**src/sv/bsf_pkg.sv**
```systemverilog
// ----------------------------------------------------------------------------
// bsf_pkg
// Shared types, constants and helpers of the byte-stuffing framer.
// ----------------------------------------------------------------------------
package bsf_pkg;

  localparam int BYTE_W   = 8;
  localparam int CFG_IDX_W = 1;
  localparam int N_STEPS  = 5;

  // Reset values of the configuration registers
  localparam logic [BYTE_W-1:0] FLAG_RESET = 8'd126;
  localparam logic [BYTE_W-1:0] ESC_RESET  = 8'd125;

  // Configuration register indexes
  typedef enum logic [CFG_IDX_W-1:0] {
    CFG_FLAG = 1'b0,
    CFG_ESC  = 1'b1
  } cfg_idx_t;

  // Bit positions of the per-request step mask, in emission order
  localparam int STEP_START = 0;
  localparam int STEP_ESC   = 1;
  localparam int STEP_DATA  = 2;
  localparam int STEP_END   = 3;
  localparam int STEP_TRL   = 4;

  typedef logic [N_STEPS-1:0] step_mask_t;

  // Selected step of the held request
  typedef struct packed {
    logic [BYTE_W-1:0] step_byte;
    logic              trailer;
    logic              clr_sum;
    logic              add_sum;
    logic              last;
    step_mask_t        rest;
  } sel_t;

  // 8-bit sum with end-around carry
  function automatic logic [BYTE_W-1:0] ones_add(input logic [BYTE_W-1:0] a,
                                                 input logic [BYTE_W-1:0] b);
    logic [BYTE_W:0] s;
    s = {1'b0, a} + {1'b0, b};
    return s[BYTE_W-1:0] + {{(BYTE_W-1){1'b0}}, s[BYTE_W]};
  endfunction

endpackage

```
**src/sv/bsf_if.sv**
```systemverilog
// ----------------------------------------------------------------------------
// bsf_if
// Valid/ready channels of the framer: payload in, frame bytes out, config.
// ----------------------------------------------------------------------------
interface bsf_in_if;
  logic       valid;
  logic       ready;
  logic [7:0] data_byte;
  logic       last_of_message;

  modport source (output valid, data_byte, last_of_message, input ready);
  modport sink   (input valid, data_byte, last_of_message, output ready);
endinterface

interface bsf_out_if;
  logic       valid;
  logic       ready;
  logic [7:0] out_byte;
  logic       is_trailer;
  logic       last_in_run;

  modport source (output valid, out_byte, is_trailer, last_in_run, input ready);
  modport sink   (input valid, out_byte, is_trailer, last_in_run, output ready);
endinterface

interface bsf_cfg_if;
  logic       valid;
  logic       ready;
  logic [0:0] index;
  logic [7:0] data;

  modport source (output valid, index, data, input ready);
  modport sink   (input valid, index, data, output ready);
endinterface

```
**src/sv/bsf_byte_sel.sv**
```systemverilog
// ----------------------------------------------------------------------------
// bsf_byte_sel
// Picks the next pending step of a held request and forms its output byte.
// ----------------------------------------------------------------------------
module bsf_byte_sel (
  input  bsf_pkg::step_mask_t        mask,
  input  logic [bsf_pkg::BYTE_W-1:0] data_byte,
  input  logic [bsf_pkg::BYTE_W-1:0] flag_value,
  input  logic [bsf_pkg::BYTE_W-1:0] escape_value,
  input  logic [bsf_pkg::BYTE_W-1:0] running_sum,
  output bsf_pkg::sel_t              sel
);
  import bsf_pkg::*;

  step_mask_t cur;

  always_comb begin
    sel.rest = mask & (mask - step_mask_t'(1));
    cur      = mask & ~sel.rest;
    sel.last = (sel.rest == '0);

    sel.step_byte = data_byte;
    sel.trailer   = 1'b0;
    sel.clr_sum   = 1'b0;
    sel.add_sum   = 1'b1;
    case (1'b1)
      cur[STEP_START]: begin
        sel.step_byte = flag_value;
        sel.clr_sum   = 1'b1;
      end
      cur[STEP_ESC]:  sel.step_byte = escape_value;
      cur[STEP_DATA]: sel.step_byte = data_byte;
      cur[STEP_END]:  sel.step_byte = flag_value;
      cur[STEP_TRL]: begin
        sel.step_byte = ~running_sum;
        sel.trailer   = 1'b1;
        sel.add_sum   = 1'b0;
      end
      default: sel.step_byte = data_byte;
    endcase
  end

endmodule

```
**src/sv/byte_stuff_framer_checksum.sv**
```systemverilog
// ----------------------------------------------------------------------------
// byte_stuff_framer_checksum
// Byte-stuffing framer with an 8-bit one's-complement checksum trailer.
// ----------------------------------------------------------------------------
// Each payload request turns into one to five frame bytes on the output
// channel, one byte per cycle while the output channel accepts: a start
// flag when no frame is open, an escape before a payload byte equal to the
// flag or escape value, the payload byte, and on the last byte of a message
// the end flag and the checksum trailer. Each byte passes through the single
// output byte register. The next request is taken in the cycle the previous
// one hands over its final byte, so plain payload bytes stream at one per
// cycle while the output channel accepts. Write configuration only while the
// framer is idle.
module byte_stuff_framer_checksum (
  input  logic      clk,
  input  logic      rst_n,
  bsf_in_if.sink    in_chan,
  bsf_out_if.source out_chan,
  bsf_cfg_if.sink   cfg_chan
);
  import bsf_pkg::*;

  logic [BYTE_W-1:0] flag_r, flag_nxt;
  logic [BYTE_W-1:0] esc_r, esc_nxt;
  logic              in_frame_r, in_frame_nxt;
  logic [BYTE_W-1:0] sum_r, sum_nxt;

  logic              hold_v_r, hold_v_nxt;
  step_mask_t        hold_mask_r, hold_mask_nxt;
  logic [BYTE_W-1:0] hold_data_r, hold_data_nxt;

  logic              out_v_r, out_v_nxt;
  logic [BYTE_W-1:0] out_byte_r, out_byte_nxt;
  logic              out_trl_r, out_trl_nxt;
  logic              out_last_r, out_last_nxt;

  logic   out_load, emit, in_acc, in_rdy, need_esc;
  sel_t   sel;

  bsf_byte_sel u_sel (
    .mask         (hold_mask_r),
    .data_byte    (hold_data_r),
    .flag_value   (flag_r),
    .escape_value (esc_r),
    .running_sum  (sum_r),
    .sel          (sel)
  );

  assign out_load = !out_v_r || out_chan.ready;
  assign emit     = hold_v_r && out_load;
  assign in_rdy   = !hold_v_r || (emit && sel.last);
  assign in_acc   = in_chan.valid && in_rdy;
  assign need_esc = (in_chan.data_byte == flag_r) || (in_chan.data_byte == esc_r);

  assign in_chan.ready        = in_rdy;
  assign cfg_chan.ready       = 1'b1;
  assign out_chan.valid       = out_v_r;
  assign out_chan.out_byte    = out_byte_r;
  assign out_chan.is_trailer  = out_trl_r;
  assign out_chan.last_in_run = out_last_r;

  always_comb begin
    flag_nxt = flag_r;
    esc_nxt  = esc_r;
    if (cfg_chan.valid) begin
      case (cfg_idx_t'(cfg_chan.index))
        CFG_FLAG: flag_nxt = cfg_chan.data;
        CFG_ESC:  esc_nxt  = cfg_chan.data;
        default:  flag_nxt = flag_r;
      endcase
    end

    in_frame_nxt  = in_frame_r;
    hold_v_nxt    = hold_v_r;
    hold_mask_nxt = hold_mask_r;
    hold_data_nxt = hold_data_r;
    sum_nxt       = sum_r;

    // advance the held request by one step
    if (emit) begin
      hold_mask_nxt = sel.rest;
      hold_v_nxt    = !sel.last;
      if (sel.add_sum) begin
        sum_nxt = ones_add(sel.clr_sum ? '0 : sum_r, sel.step_byte);
      end
    end

    if (in_acc) begin
      hold_v_nxt                = 1'b1;
      hold_data_nxt             = in_chan.data_byte;
      hold_mask_nxt             = '0;
      hold_mask_nxt[STEP_START] = !in_frame_r;
      hold_mask_nxt[STEP_ESC]   = need_esc;
      hold_mask_nxt[STEP_DATA]  = 1'b1;
      hold_mask_nxt[STEP_END]   = in_chan.last_of_message;
      hold_mask_nxt[STEP_TRL]   = in_chan.last_of_message;
      in_frame_nxt              = !in_chan.last_of_message;
    end

    out_v_nxt    = out_v_r && !out_chan.ready;
    out_byte_nxt = out_byte_r;
    out_trl_nxt  = out_trl_r;
    out_last_nxt = out_last_r;
    if (emit) begin
      out_v_nxt    = 1'b1;
      out_byte_nxt = sel.step_byte;
      out_trl_nxt  = sel.trailer;
      out_last_nxt = sel.last;
    end
  end

  always_ff @(posedge clk) begin
    if (!rst_n) begin
      flag_r      <= FLAG_RESET;
      esc_r       <= ESC_RESET;
      in_frame_r  <= 1'b0;
      sum_r       <= '0;
      hold_v_r    <= 1'b0;
      hold_mask_r <= '0;
      out_v_r     <= 1'b0;
    end else begin
      flag_r      <= flag_nxt;
      esc_r       <= esc_nxt;
      in_frame_r  <= in_frame_nxt;
      sum_r       <= sum_nxt;
      hold_v_r    <= hold_v_nxt;
      hold_mask_r <= hold_mask_nxt;
      out_v_r     <= out_v_nxt;
    end
  end

  always_ff @(posedge clk) begin
    hold_data_r <= hold_data_nxt;
    out_byte_r  <= out_byte_nxt;
    out_trl_r   <= out_trl_nxt;
    out_last_r  <= out_last_nxt;
  end

  a_hold_has_step: assert property (@(posedge clk) disable iff (!rst_n)
    hold_v_r |-> (hold_mask_r != '0))
    else $error("held request has no pending step");

  a_trailer_ends_run: assert property (@(posedge clk) disable iff (!rst_n)
    (out_v_r && out_trl_r) |-> out_last_r)
    else $error("trailer byte not marked as end of run");

  a_take_on_finish: assert property (@(posedge clk) disable iff (!rst_n)
    (in_acc && hold_v_r) |-> (emit && sel.last))
    else $error("request taken while previous one still has steps");

  a_frame_closes: assert property (@(posedge clk) disable iff (!rst_n)
    (in_acc && in_chan.last_of_message) |=> !in_frame_r)
    else $error("frame left open after last byte");

  a_start_clears: assert property (@(posedge clk) disable iff (!rst_n)
    (emit && sel.clr_sum) |=> (sum_r == $past(flag_r)))
    else $error("running sum not restarted on start flag");

endmodule

```
**src/flat_wrapper.sv**
```systemverilog
// flat-port wrapper written by rule: the top's interface ports become plain ports
module byte_stuff_framer_checksum_flat import bsf_pkg::*;
  (clk, rst_n, in_chan_valid, in_chan_data_byte, in_chan_last_of_message, in_chan_ready, out_chan_valid, out_chan_out_byte, out_chan_is_trailer, out_chan_last_in_run, out_chan_ready, cfg_chan_valid, cfg_chan_index, cfg_chan_data, cfg_chan_ready);
  bsf_in_if in_chan_i ();
  bsf_out_if out_chan_i ();
  bsf_cfg_if cfg_chan_i ();
  input  logic clk;
  input  logic rst_n;
  input wire logic [$bits(in_chan_i.valid)-1:0] in_chan_valid;
  input wire logic [$bits(in_chan_i.data_byte)-1:0] in_chan_data_byte;
  input wire logic [$bits(in_chan_i.last_of_message)-1:0] in_chan_last_of_message;
  output wire logic [$bits(in_chan_i.ready)-1:0] in_chan_ready;
  output wire logic [$bits(out_chan_i.valid)-1:0] out_chan_valid;
  output wire logic [$bits(out_chan_i.out_byte)-1:0] out_chan_out_byte;
  output wire logic [$bits(out_chan_i.is_trailer)-1:0] out_chan_is_trailer;
  output wire logic [$bits(out_chan_i.last_in_run)-1:0] out_chan_last_in_run;
  input wire logic [$bits(out_chan_i.ready)-1:0] out_chan_ready;
  input wire logic [$bits(cfg_chan_i.valid)-1:0] cfg_chan_valid;
  input wire logic [$bits(cfg_chan_i.index)-1:0] cfg_chan_index;
  input wire logic [$bits(cfg_chan_i.data)-1:0] cfg_chan_data;
  output wire logic [$bits(cfg_chan_i.ready)-1:0] cfg_chan_ready;
  assign in_chan_i.valid = in_chan_valid;
  assign in_chan_i.data_byte = in_chan_data_byte;
  assign in_chan_i.last_of_message = in_chan_last_of_message;
  assign in_chan_ready = in_chan_i.ready;
  assign out_chan_valid = out_chan_i.valid;
  assign out_chan_out_byte = out_chan_i.out_byte;
  assign out_chan_is_trailer = out_chan_i.is_trailer;
  assign out_chan_last_in_run = out_chan_i.last_in_run;
  assign out_chan_i.ready = out_chan_ready;
  assign cfg_chan_i.valid = cfg_chan_valid;
  assign cfg_chan_i.index = cfg_chan_index;
  assign cfg_chan_i.data = cfg_chan_data;
  assign cfg_chan_ready = cfg_chan_i.ready;
  byte_stuff_framer_checksum u_core (.clk(clk), .rst_n(rst_n), .in_chan(in_chan_i), .out_chan(out_chan_i), .cfg_chan(cfg_chan_i));
endmodule
```
**config.mk**
```make
export PLATFORM = sky130hd
export DESIGN_NAME = byte_stuff_framer_checksum_flat
export DESIGN_NICKNAME = d
export VERILOG_FILES = /design/src/sv/bsf_pkg.sv /design/src/sv/bsf_if.sv /design/src/sv/bsf_byte_sel.sv /design/src/sv/byte_stuff_framer_checksum.sv /design/src/flat_wrapper.sv
export SDC_FILE = /design/constraint.sdc
export NUM_CORES = 1
export LEC_CHECK = 0
export ABC_CLOCK_PERIOD_IN_PS = 8410
export BUFFER_PORTS_ARGS = -buffer_cell sky130_fd_sc_hd__buf_2
export CAP_MARGIN = 0
export CORE_AREA = 3 3 83 85
export CTS_CLUSTER_DIAMETER = 200
export DETAILED_ROUTE_END_ITERATION = 12
export DIE_AREA = 0 0 86 88
export PLACE_DENSITY_LB_ADDON = 0.12
export SLEW_MARGIN = 20
export SYNTH_ARGS = -nofsm -noshare
export SYNTH_HDL_FRONTEND = slang
export SYNTH_SLANG_ARGS = --single-unit
```
**constraint.sdc**
```tcl
create_clock -name clk -period 8.41 [get_ports clk]
set_input_delay 0.4205 -clock clk [delete_from_list [all_inputs] [get_ports clk]]
set_output_delay 0.4205 -clock clk [all_outputs]
set_load 0.01 [all_outputs]
```
==> flow_metrics.tcl, run 1 <==
set metrics [dict create \
    synthTopCellsByArea "dfxtp_1, edfxtp_1, xnor2_1, nand2_1, ha_1" \
    dieArea_sq_um 7570 \
    core_area_sq_um 6280 \
    power.density_nw_per_um2 203 \
    status "finished, final reports clean" \
    synthesis.nets 331 \
    async_flop_share_pct 0 \
    r2r_start "u_core.hold_mask_r[0]$_SDFFE_PN0P_" \
    fmax_mhz 234 \
    cts_tree "yes" \
    worstPathArrival_ns 4.47 \
    clk_pin_slew_worst_paths_ns 0.09 \
    die_y_um 88 \
    avgSynthCellArea_sq_um 9.30 \
    via_count 2173 \
    power.leakage_nw 1.20 \
    r2r-end "u_core.sum_r[6]$_SDFFE_PN0P_" \
    seq_area_frac_synth_pct 42.9 \
    drive_gt1_share_pct 16.9 \
    peakVddDrop_mv 0.0843 \
    crit_path_top_delay_cell "dfxtp_1" \
    worstPathMaxFanout 22 \
    stdcell_count 402 \
    area_growth_pct 11.4 \
    pre_cts_ws_ns 4.14 \
    final_area_sq_um 3070 \
    clk-insertion-delay-late_ns 0.31 \
    slew_violations 0 \
    hpwl_um 4810 \
    rsz0062_at_grt "false" \
    globalplace.congestion 0.823 \
    portBuffers 34 \
    cts_resized 0 \
    drtIter0Drc 77 \
    antenna_found_initial 0 \
    post-route-util_pct 48.9 \
    whs_path_depth 2 \
    placed_area_sq_um 2960 \
    tightest_slew_ns 0.927 \
    yosys_warnings 0 \
    cts_root_buf "clkbuf_8" \
    cts_setup_buffers 0 \
    start_kind "flop" \
    viasPerCell 5.41 \
    fin_crit_ns 4.27 \
    grt_util_all_layers_pct 16.8 \
    cap_violations 0 \
    hold_path_end "u_core.in_frame_r$_SDFFE_PN0P_" \
    dp.cells 394 \
    hold_class "in -> reg" \
    synth_top_area_share_pct 23.3 \
    fp.dieW_um 86 \
    synth-seq-cells 50 \
    fill_cells 614 \
    yosysTopAreaCell "dfxtp_1" \
    fin_setup_tns_ns 0 \
    path_cells "a21oi_1 -> o22a_1 -> ha_1 -> fa_1 -> a211oi_1 -> o21bai_1 -> a21oi_2 -> and2b_2 -> o21ai_0 -> nand2b_1 -> ha_1 -> ha_1 -> nand3_1 -> mux2i_1 -> nand2_1 -> o21bai_1 -> a311oi_2" \
    r2r_slack_ns 4.14 \
    row_count 29 \
    hold_viol_final 0 \
    dr.pass1.iters 5 \
    ant_nets 0 \
    wirelength_um 6260 \
    worstSetupPathType "reg -> reg" \
    synth_ff_type "dfxtp_1" \
    synth.lib_cells_used.distinct 54 \
    grt_overflow 0 \
    fin_ws_ns 4.14 \
    reg2regPathDepth 17 \
    syn_area_sq_um 2750 \
    io_pins 36 \
    grt_pass1_vias 1992 \
    ctsHoldBuffers 0 \
    nets 359 \
    cts_buffer_depth 2 \
    worstPathRequired_ns 8.62 \
    critPathMaxStageDelay_ns 0.78 \
    cts_buffers 5 \
    wire_per_inst_um 15.6 \
    synth-edff-count 18 \
    diodes 0 \
    setup_viol 0 \
    cts.htree.levels 2 \
    cpMostUsedCell "ha_1" \
    slew-limit-headroom_pct 38.0 \
    start_util_pct 43.9 \
    cts.sinks 50 \
    skew_ns 0.0134 \
    syn_inst 296 \
    grt_max_degree 23 \
    grt_pass1_wl_um 9870 \
    holdCritStartpoint "in_chan_last_of_message" \
    period_share_pct 50.7 \
    critPathCaptureType "flop" \
    drc_errors 0 \
]
critical path, delay by kind of cell (launching register included):
kind	cells	cell delay, ns
AO/OA/AOI/OAI	8	1.69
AND/OR/NAND/NOR	4	0.52
flip-flops	1	0.78
multiplexers	1	0.10
adder cells (fa/ha/maj)	4	1.09
sequential cells by signal, indices dropped and copies added, names as in the netlist:
name                         flops
u_core.in_frame_r                1
u_core.out_chan.last_in_run      1
u_core.out_chan.is_trailer       1
u_core.out_chan.out_byte         8
u_core.out_chan.valid            1
u_core.hold_mask_r               5
u_core.hold_v_r                  1
u_core.flag_r                    8
u_core.esc_r                     8
u_core.hold_data_r               8
u_core.sum_r                     8
synth_stat cells, drive strengths merged (2+ instances only):
master  instances
a21oi          26
o21bai          2
nor2           11
nand2b          4
o21a            2
nor2b          10
edfxtp         18
nand4           4
mux2i           4
xnor2          21
nand2          47
o22a            8
nand3b          2
o21ai          17
xor2            4
o22ai           9
inv             4
ha             11
clkbuf          9
dfxtp          32
buf             4
nand3          16
nor3            3
a211oi          4
a21o            3
clkinv          3
report_power, final:
part	switching, mW	internal, mW
Combinational	0.0940	0.0747
Clock	0.0813	0.0852
Sequential	0.0173	0.271
Total	0.193	0.431
metrics by stage:
| stage | hold slack, ns | total power [mW] |
|---|---|---|
| after floorplan | 0.462 | 0.419 |
| after global placement | 0.493 | 0.462 |
| after detailed placement | 0.497 | 0.462 |
| after CTS | 0.292 | 0.628 |
| after global routing | 0.301 | 0.658 |
| final | 0.293 | 0.623 |
cell usage in the layout (no fill, tap or decap), types with 8 or more instances in the layout:
| cell type | instances |
|---|---|
| nor2b_1 | 10 |
| nand2_1 | 46 |
| edfxtp_1 | 18 |
| o21ai_0 | 15 |
| nand3_1 | 16 |
| a21oi_1 | 25 |
| o22a_1 | 8 |
| buf_2 | 34 |
| ha_1 | 11 |
| xnor2_1 | 21 |
| nor2_1 | 11 |
| o22ai_1 | 9 |
| dfxtp_1 | 32 |
area by class of cell:
type                            instances  area (sq um)  area share, %
Inverter                                7          31.3           1.02
Clock buffer                            8           111           3.63
Timing Repair Buffer                   34           170           5.54
Tap cell                               77          96.3           3.14
Multi-Input combinational cell        226          1480           48.2
Sequential cell                        50          1180           38.5
worst max-delay path by stage:
stage,slack (ns),depth (start not counted),startpoint,end
after global routing,3.80,17,u_core.hold_mask_r[0]$_SDFFE_PN0P_,u_core.sum_r[6]$_SDFFE_PN0P_
after detailed placement,4.14,17,u_core.hold_mask_r[0]$_SDFFE_PN0P_,u_core.sum_r[6]$_SDFFE_PN0P_
final,4.14,17,u_core.hold_mask_r[0]$_SDFFE_PN0P_,u_core.sum_r[6]$_SDFFE_PN0P_
after global placement,4.34,17,u_core.hold_mask_r[0]$_SDFFE_PN0P_,u_core.sum_r[6]$_SDFFE_PN0P_
after CTS,4.12,17,u_core.hold_mask_r[0]$_SDFFE_PN0P_,u_core.sum_r[6]$_SDFFE_PN0P_
after floorplan,4.66,20,u_core.hold_mask_r[4]$_SDFFE_PN0P_,u_core.sum_r[6]$_SDFFE_PN0P_
cell families (layout without fill, tap and decap cells):
family | Yosys count | in the layout | share of synthesized area (%)
flip-flops | 50 | 50 | 42.9
multiplexers | 4 | 4 | 1.45
XOR/XNOR | 25 | 25 | 8.50
AO/OA/AOI/OAI | 78 | 78 | 18.4
buffers and inverters | 20 | 49 | 3.41
adder cells (fa/ha/maj) | 13 | 13 | 6.09
other | 1 | 1 | 0.136
AND/OR/NAND/NOR | 105 | 105 | 19.1
per-layer routing:
layer / GRT usage, % / share of wire (%) / up-vias / wire length, um
met3: 3.29 / 3.6 / 5 / 225
met4: 4.60 / 0.97 / 0 / 61
met1: 23.0 / 49 / 1020 / 3090
met5: 0 / 0 / - / 0
li1: - / - / 1109 / -
met2: 27.0 / 46 / 39 / 2890
No activity file was read; power rests on OpenSTA's default activity.
==> run 2: changes to the inputs <==
ABC_AREA = 1   (was not set)
ABC_CLOCK_PERIOD_IN_PS = 4300   (was 8410)
CORE_AREA = 3 3 86 88   (was 3 3 83 85)
DIE_AREA = 0 0 89 91   (was 0 0 86 88)
clock period = 4.3 ns   (was 8.41 ns; I/O delays follow)
==> run 2 against run 1 <==
Routed wire length up 19%. Critical path depth up 8. Global-route usage up 3.0 points. Non-clock buffer count up 3. Sequential share of layout area down 3.0 points. Count of clock-buffer cells in the layout down 2. Sequential power up 97%. Critical path type unchanged. Largest cell class unchanged. Highest routed layer unchanged.
==> flow_metrics.tcl, run 2 <==
set metrics [dict create \
    syn_inst 409 \
    viasPerCell 5.11 \
    diodes 0 \
    setup_viol 0 \
    period_share_pct 86.1 \
    fp.dieW_um 89 \
    worstPathArrival_ns 3.91 \
    antenna_found_initial 0 \
    grt_pass1_wl_um 12400 \
    cts_buffers 5 \
    start_kind "flop" \
    cts.sinks 50 \
    wire_per_inst_um 14.1 \
    fin_crit_ns 3.70 \
    drive_gt1_share_pct 13.4 \
    r2r_slack_ns 0.60 \
    whs_path_depth 3 \
    power.density_nw_per_um2 398 \
    status "finished, final reports clean" \
    hpwl_um 5840 \
    fin_setup_tns_ns 0 \
    routed.top_layer "met4" \
    dieArea_sq_um 8100 \
    r2r_start "u_core.hold_mask_r[0]$_SDFFE_PN0P_" \
    reg2regPathDepth 25 \
    power.leakage_nw 1.65 \
    synth-seq-cells 50 \
    rsz0062_at_grt "false" \
    yosysTopAreaCell "dfxtp_1" \
    cts_root_buf "clkbuf_8" \
    via_count 2692 \
    hold_class "in -> reg" \
    met3WireLength_um 241 \
    cts_tree "yes" \
    avgSynthCellArea_sq_um 7.23 \
    ctsHoldBuffers 0 \
    hold_path_end "u_core.esc_r[0]$_SDFFE_PN1P_" \
    seq_area_frac_synth_pct 39.9 \
    wl_met1_um 3600 \
    synth-edff-count 18 \
    synthesis.nets 444 \
    wirelength_um 7440 \
    grt_util_all_layers_pct 19.7 \
    synth_ff_type "dfxtp_1" \
    final_common_cell "nand2_1" \
    synth_top_area_share_pct 21.7 \
    tightest_slew_ns 0.819 \
    slew-limit-headroom_pct 45.2 \
    synth.most_common_cell "nand2_1" \
    nets 481 \
    ant_nets 0 \
    grt_overflow 0 \
    grt_max_degree 26 \
    die_y_um 91 \
    peakVddDrop_mv 0.196 \
    yosys_warnings 0 \
    cts.htree.levels 2 \
    globalplace.congestion 0.861 \
    grt_pass1_vias 2540 \
    clk-insertion-delay-late_ns 0.31 \
    worstPathMaxFanout 10 \
    stdcell_count 527 \
    cts_buffer_depth 2 \
    drtIter0Drc 156 \
    synthTopCellsByArea "dfxtp_1, edfxtp_1, nand2_1, inv_1, nor2_1" \
    holdCritStartpoint "cfg_chan_data[0]" \
    synth.lib_cells_used.distinct 37 \
    portBuffers 34 \
    fill_cells 705 \
    cap_violations 0 \
    io_pins 36 \
    critPathCaptureType "flop" \
    start_util_pct 44.0 \
    clk_pin_slew_worst_paths_ns 0.10 \
    worstPathRequired_ns 4.51 \
    hold_viol_final 0 \
    slew_violations 0 \
    fmax_mhz 270 \
    area_growth_pct 12.6 \
    async_flop_share_pct 0 \
    r2r-end "u_core.sum_r[7]$_SDFFE_PN0P_" \
    core_area_sq_um 6720 \
    met2_length_um 3430 \
    worstSetupPathType "reg -> reg" \
    syn_area_sq_um 2960 \
    layout_common_cells "nand2_1, inv_1, nor2_1, buf_2, dfxtp_1" \
    yosys-top-cells-count "nand2_1, inv_1, nor2_1, dfxtp_1, nand3_1" \
    drc_errors 0 \
    row_count 30 \
    dr.pass1.iters 4 \
    skew_ns 0.00719 \
    dp.cells 519 \
]
run 2: routing by layer:
metal / up-vias / GRT usage [%]
met5: - / 0
met4: 0 / 6.58
met3: 13 / 3.27
met2: 64 / 30.6
met1: 1211 / 27.6
li1: 1404 / -
run 2: critical path, cell delays in order, from the launching register on:
cell and delay, ns:
dfxtp_1 0.37, nor2_4 0.19, nand3_2 0.19, inv_2 0.18, o21ai_0 0.09, nand2_1 0.06
a21oi_1 0.05, nor3_1 0.25, ha_1 0.28, fa_1 0.24, nand2_1 0.09, nand2_1 0.10
nand3_1 0.11, nand2_1 0.12, a21oi_1 0.07, o21bai_1 0.17, ha_1 0.19, nand2_1 0.07
nor2_2 0.18, nand3_1 0.11, nor2_1 0.13, nand3_1 0.08, nand2_1 0.06, nand3_1 0.08
nand2_1 0.07, inv_1 0.03
run 2: worst max-delay path by stage:
stage	startpoint	end	slack [ns]	depth (start not counted)
final	u_core.hold_mask_r[0]$_SDFFE_PN0P_	u_core.sum_r[7]$_SDFFE_PN0P_	0.60	25
after global routing	u_core.hold_mask_r[3]$_SDFFE_PN0P_	u_core.sum_r[7]$_SDFFE_PN0P_	0.04	25
after CTS	u_core.hold_mask_r[3]$_SDFFE_PN0P_	u_core.sum_r[7]$_SDFFE_PN0P_	0.54	25
after detailed placement	u_core.hold_mask_r[3]$_SDFFE_PN0P_	u_core.sum_r[7]$_SDFFE_PN0P_	0.58	25
after global placement	u_core.hold_mask_r[3]$_SDFFE_PN0P_	u_core.sum_r[7]$_SDFFE_PN0P_	0.65	22
after floorplan	u_core.hold_mask_r[0]$_SDFFE_PN0P_	u_core.sum_r[4]$_SDFFE_PN0P_	1.06	23
run 2: power breakdown:
group          switching (mW)  internal (mW)
logic                   0.287          0.158
registers              0.0279          0.538
clock network           0.165          0.151
run 2: cells by family (layout without fill, tap and decap cells):
family,after synthesis,after routing,synth area share [%]
compound gates,67,67,13.7
xor+xnor,11,11,3.26
fa+ha+maj,12,12,5.33
buf+inv,68,106,8.84
flops,50,50,39.9
other cells,1,1,0.127
simple gates,200,200,28.8
run 2: final cells by class:
cell class	instances	area [sq um]	area share (%)
inverters	61	230	6.91
repair buffers	37	193	5.79
clock buffers	6	93.8	2.82
well taps	80	100	3.01
clock inverters	2	13.8	0.413
multi-input cells	291	1520	45.6
flip-flops and latches	50	1180	35.5
run 2: metrics by stage:
stage | hold slack, ns | total power, mW | util [%] | setup WS, ns | cell area, sq um
after CTS | 0.112 | 1.33 | 49.5 | 0.545 | 3330
final | 0.125 | 1.33 | 49.6 | 0.598 | 3330
after global routing | 0.119 | 1.43 | 49.6 | 0.0445 | 3330
after floorplan | 0.314 | 0.893 | - | 1.06 | 2960
after global placement | 0.428 | 1.01 | 47.9 | 0.653 | 3220
after detailed placement | 0.436 | 1.02 | 47.9 | 0.579 | 3220
run 2: timing repair:
| action | CTS | global route |
|---|---|---|
| endpoints found under the setup margin | 0 | 1 |
| gates resized for setup | 0 | 1 |
| buffers inserted | 0 | 0 |
==> run 3: changes to the inputs <==
CORE_AREA = 3 3 90 92   (was 3 3 86 88)
DIE_AREA = 0 0 93 95   (was 0 0 89 91)
SYNTH_HIERARCHICAL = 1   (was not set)
==> run 3 against run 2 <==
Critical endpoint is now u_core/sum_r[6]$_SDFFE_PN0P_. Critical path type unchanged. Final cell count rose by 12%. Utilization barely moved. Sequential share of layout area fell by 2.8 points. Highest routed layer unchanged. First-iteration DRC count fell by 3.8%. Setup slack improved by 0.051 ns. Clock power barely moved. Register-to-register slack improved by 0.05 ns. Largest cell class unchanged.
==> flow_metrics.tcl, run 3 <==
set metrics [dict create \
    crit_path_end "u_core/sum_r[6]$_SDFFE_PN0P_" \
    cap_violations 0 \
    setup_viol 0 \
    synth_ff_type "dfxtp_1" \
    async_flop_share_pct 0 \
    reg2regPathDepth 26 \
    synth_top_area_share_pct 19.4 \
    start_util_pct 45.2 \
    io_pins 36 \
    fin_ws_ns 0.649 \
    avgSynthCellArea_sq_um 7.07 \
    fin_setup_tns_ns 0 \
    crit_family "simple AND/OR/NAND/NOR gates" \
    synth.most_common_cell "nand2_1" \
    hold_viol_final 0 \
    cts_tree "yes" \
    synthTopCellsByArea "dfxtp_1, edfxtp_1, nand2_1, inv_1, nand3_1" \
    cp_num_cells 26 \
    peakVddDrop_mv 0.166 \
    start_kind "flop" \
    via_count 2893 \
    syn_inst 466 \
    die_y_um 95 \
    critPathMaxStageDelay_ns 0.47 \
    synth-xor-area-share_pct 3.19 \
    final_common_cell "nand2_1" \
    r2r-end "u_core/sum_r[6]$_SDFFE_PN0P_" \
    synth-edff-count 18 \
    r2r_slack_ns 0.65 \
    drtIter0Drc 150 \
    slew-limit-headroom_pct 48.8 \
    diodes 0 \
    tightest_slew_ns 0.767 \
    fin_hold_ws_ns 0.0892 \
    power.leakage_nw 1.80 \
    wire_per_inst_um 12.8 \
    hpwl_um 5980 \
    cts_root_buf "clkbuf_8" \
    grt_util_all_layers_pct 18.2 \
    total_power_mw 1.38 \
    cts_buffer_depth 2 \
    antenna_found_initial 0 \
    synth-compound-area-share_pct 9.15 \
    critPathCaptureType "flop" \
    status "finished, final reports clean" \
    cts_resized 0 \
    cpMostUsedCell "nand2_1" \
    crit_path_top_delay_cell "dfxtp_1" \
    synth_top_family_by_area "simple AND/OR/NAND/NOR gates" \
    worstSetupPathType "reg -> reg" \
    nets 527 \
    grt_max_degree 26 \
    cts_buffers 5 \
    syn_area_sq_um 3300 \
    grt_pass1_wl_um 13000 \
    seq_area_frac_synth_pct 35.8 \
    skew_ns 0.0103 \
    slew_violations 0 \
    synth-seq-cells 50 \
    r2r_start "u_core/hold_mask_r[1]$_SDFFE_PN0P_" \
    cp.buffers_inverters 2 \
    fp.dieW_um 93 \
    synthesis.nets 500 \
    synth_fa_ha_area_share_pct 4.40 \
    pre_cts_ws_ns 0.676 \
    portBuffers 34 \
    hold_class "in -> reg" \
    ctsHoldBuffers 0 \
    core_area_sq_um 7290 \
    period_share_pct 84.9 \
    dr.pass1.iters 4 \
    wirelength_um 7570 \
    row_count 31 \
    clk_pin_slew_worst_paths_ns 0.09 \
    power.density_nw_per_um2 382 \
    cts.htree.levels 2 \
    fin_crit_ns 3.65 \
    dieArea_sq_um 8840 \
    cp-startpoint "u_core/hold_mask_r[1]$_SDFFE_PN0P_" \
    muxShareOfSynthArea_pct 0 \
    synth.lib_cells_used.distinct 37 \
    cts_setup_buffers 0 \
    worstPathRequired_ns 4.50 \
    viasPerCell 4.89 \
    clk-insertion-delay-late_ns 0.30 \
    ant_nets 0 \
    worstPathMaxFanout 20 \
    grt_overflow 0 \
    yosysTopAreaCell "dfxtp_1" \
    yosys-top-cells-count "nand2_1, inv_1, nand3_1, dfxtp_1, nor2_1" \
    yosys_warnings 6 \
    drive_gt1_share_pct 18.9 \
    layout_common_cells "nand2_1, inv_1, nand3_1, buf_2, dfxtp_1" \
    yosys.area_share.simple_pct 35.4 \
    grt_pass1_vias 2764 \
    fmax_mhz 274 \
    worstPathArrival_ns 3.85 \
    drc_errors 0 \
    globalplace.congestion 0.857 \
    rsz0062_at_grt "false" \
    area_growth_pct 9.60 \
    cts.sinks 50 \
]
==> run 3: cell types whose count changed after synthesis, moves of 9 or more <==
cell | previous run | this run
inv_2 | 2 | 16
o21ai_0 | 17 | 8
nand4_1 | 3 | 21
nor2_1 | 48 | 30
nand2_2 | 1 | 13
nand2_1 | 103 | 117
==> run 3: layer usage <==
| layer | routed length (um) | up-vias | global-route usage [%] |
|---|---|---|---|
| li1 | - | 1542 | - |
| met1 | 3610 | 1300 | 23.2 |
| met2 | 3670 | 45 | 32.5 |
| met3 | 200 | 6 | 2.31 |
| met4 | 86 | 0 | 5.25 |
| met5 | 0 | - | 0 |
==> run 3: worst reg2reg max path, cell delays in order, from the launching register on <==
cell and delay [ns]:
dfxtp_1 0.47, nor2_4 0.47, nand3_4 0.22, nand2_1 0.11
nand3_1 0.07, nand2_1 0.06, nand2_1 0.04, nand2_1 0.09
ha_1 0.21, fa_1 0.25, nand2_2 0.09, nand2_2 0.09
nand3_2 0.07, nand2_1 0.08, a21oi_1 0.06, o21bai_1 0.15
ha_1 0.19, ha_1 0.18, inv_1 0.06, nor2_2 0.10
nand2_2 0.08, nor2_4 0.10, nand2_2 0.05, nand2_1 0.05
nand2_1 0.05, o21ai_1 0.11, inv_1 0.05
==> run 3: metrics by stage <==
stage	util, %	instance area (sq um)	cells
after detailed placement	48.1	3510	585
after global routing	49.6	3610	592
final	49.6	3610	592
after global placement	48.1	3510	585
after floorplan	-	3300	466
after CTS	49.6	3610	592
==> run 3: cells by family after synthesis <==
logic type / Yosys count
flip-flops: 50
AND/OR/NAND/NOR: 243
XOR/XNOR: 12
buffers and inverters: 94
other: 2
adder cells (fa/ha/maj): 11
AO/OA/AOI/OAI: 54
==> run 3: final cells by class <==
class / instances / area, sq um
clock buffer: 7 / 108
fill: 793 / 3680
multi-input combinational: 322 / 1730
inverter: 79 / 298
sequential: 50 / 1180
timing repair buffer: 35 / 178
tap: 99 / 124
==> run 3: power by group <==
group	switching, mW	internal [mW]	leakage [nW]
logic	0.317	0.168	1.31
registers	0.0393	0.539	0.436
clock network	0.153	0.163	0.0555
total	0.509	0.870	1.80
==> run 3: worst min-delay path by stage <==
stage	from	end	slack (ns)	cells past startpoint
2_1_floorplan	in_chan_last_of_message	u_core/in_frame_r$_SDFFE_PN0P_	0.30	1
3_3_place_gp	in_chan_last_of_message	u_core/in_frame_r$_SDFFE_PN0P_	0.41	2
3_5_place_dp	in_chan_last_of_message	u_core/in_frame_r$_SDFFE_PN0P_	0.41	2
4_1_cts	in_chan_last_of_message	u_core/in_frame_r$_SDFFE_PN0P_	0.08	2
5_1_grt	in_chan_last_of_message	u_core/in_frame_r$_SDFFE_PN0P_	0.09	2
6_report	in_chan_last_of_message	u_core/in_frame_r$_SDFFE_PN0P_	0.09	2
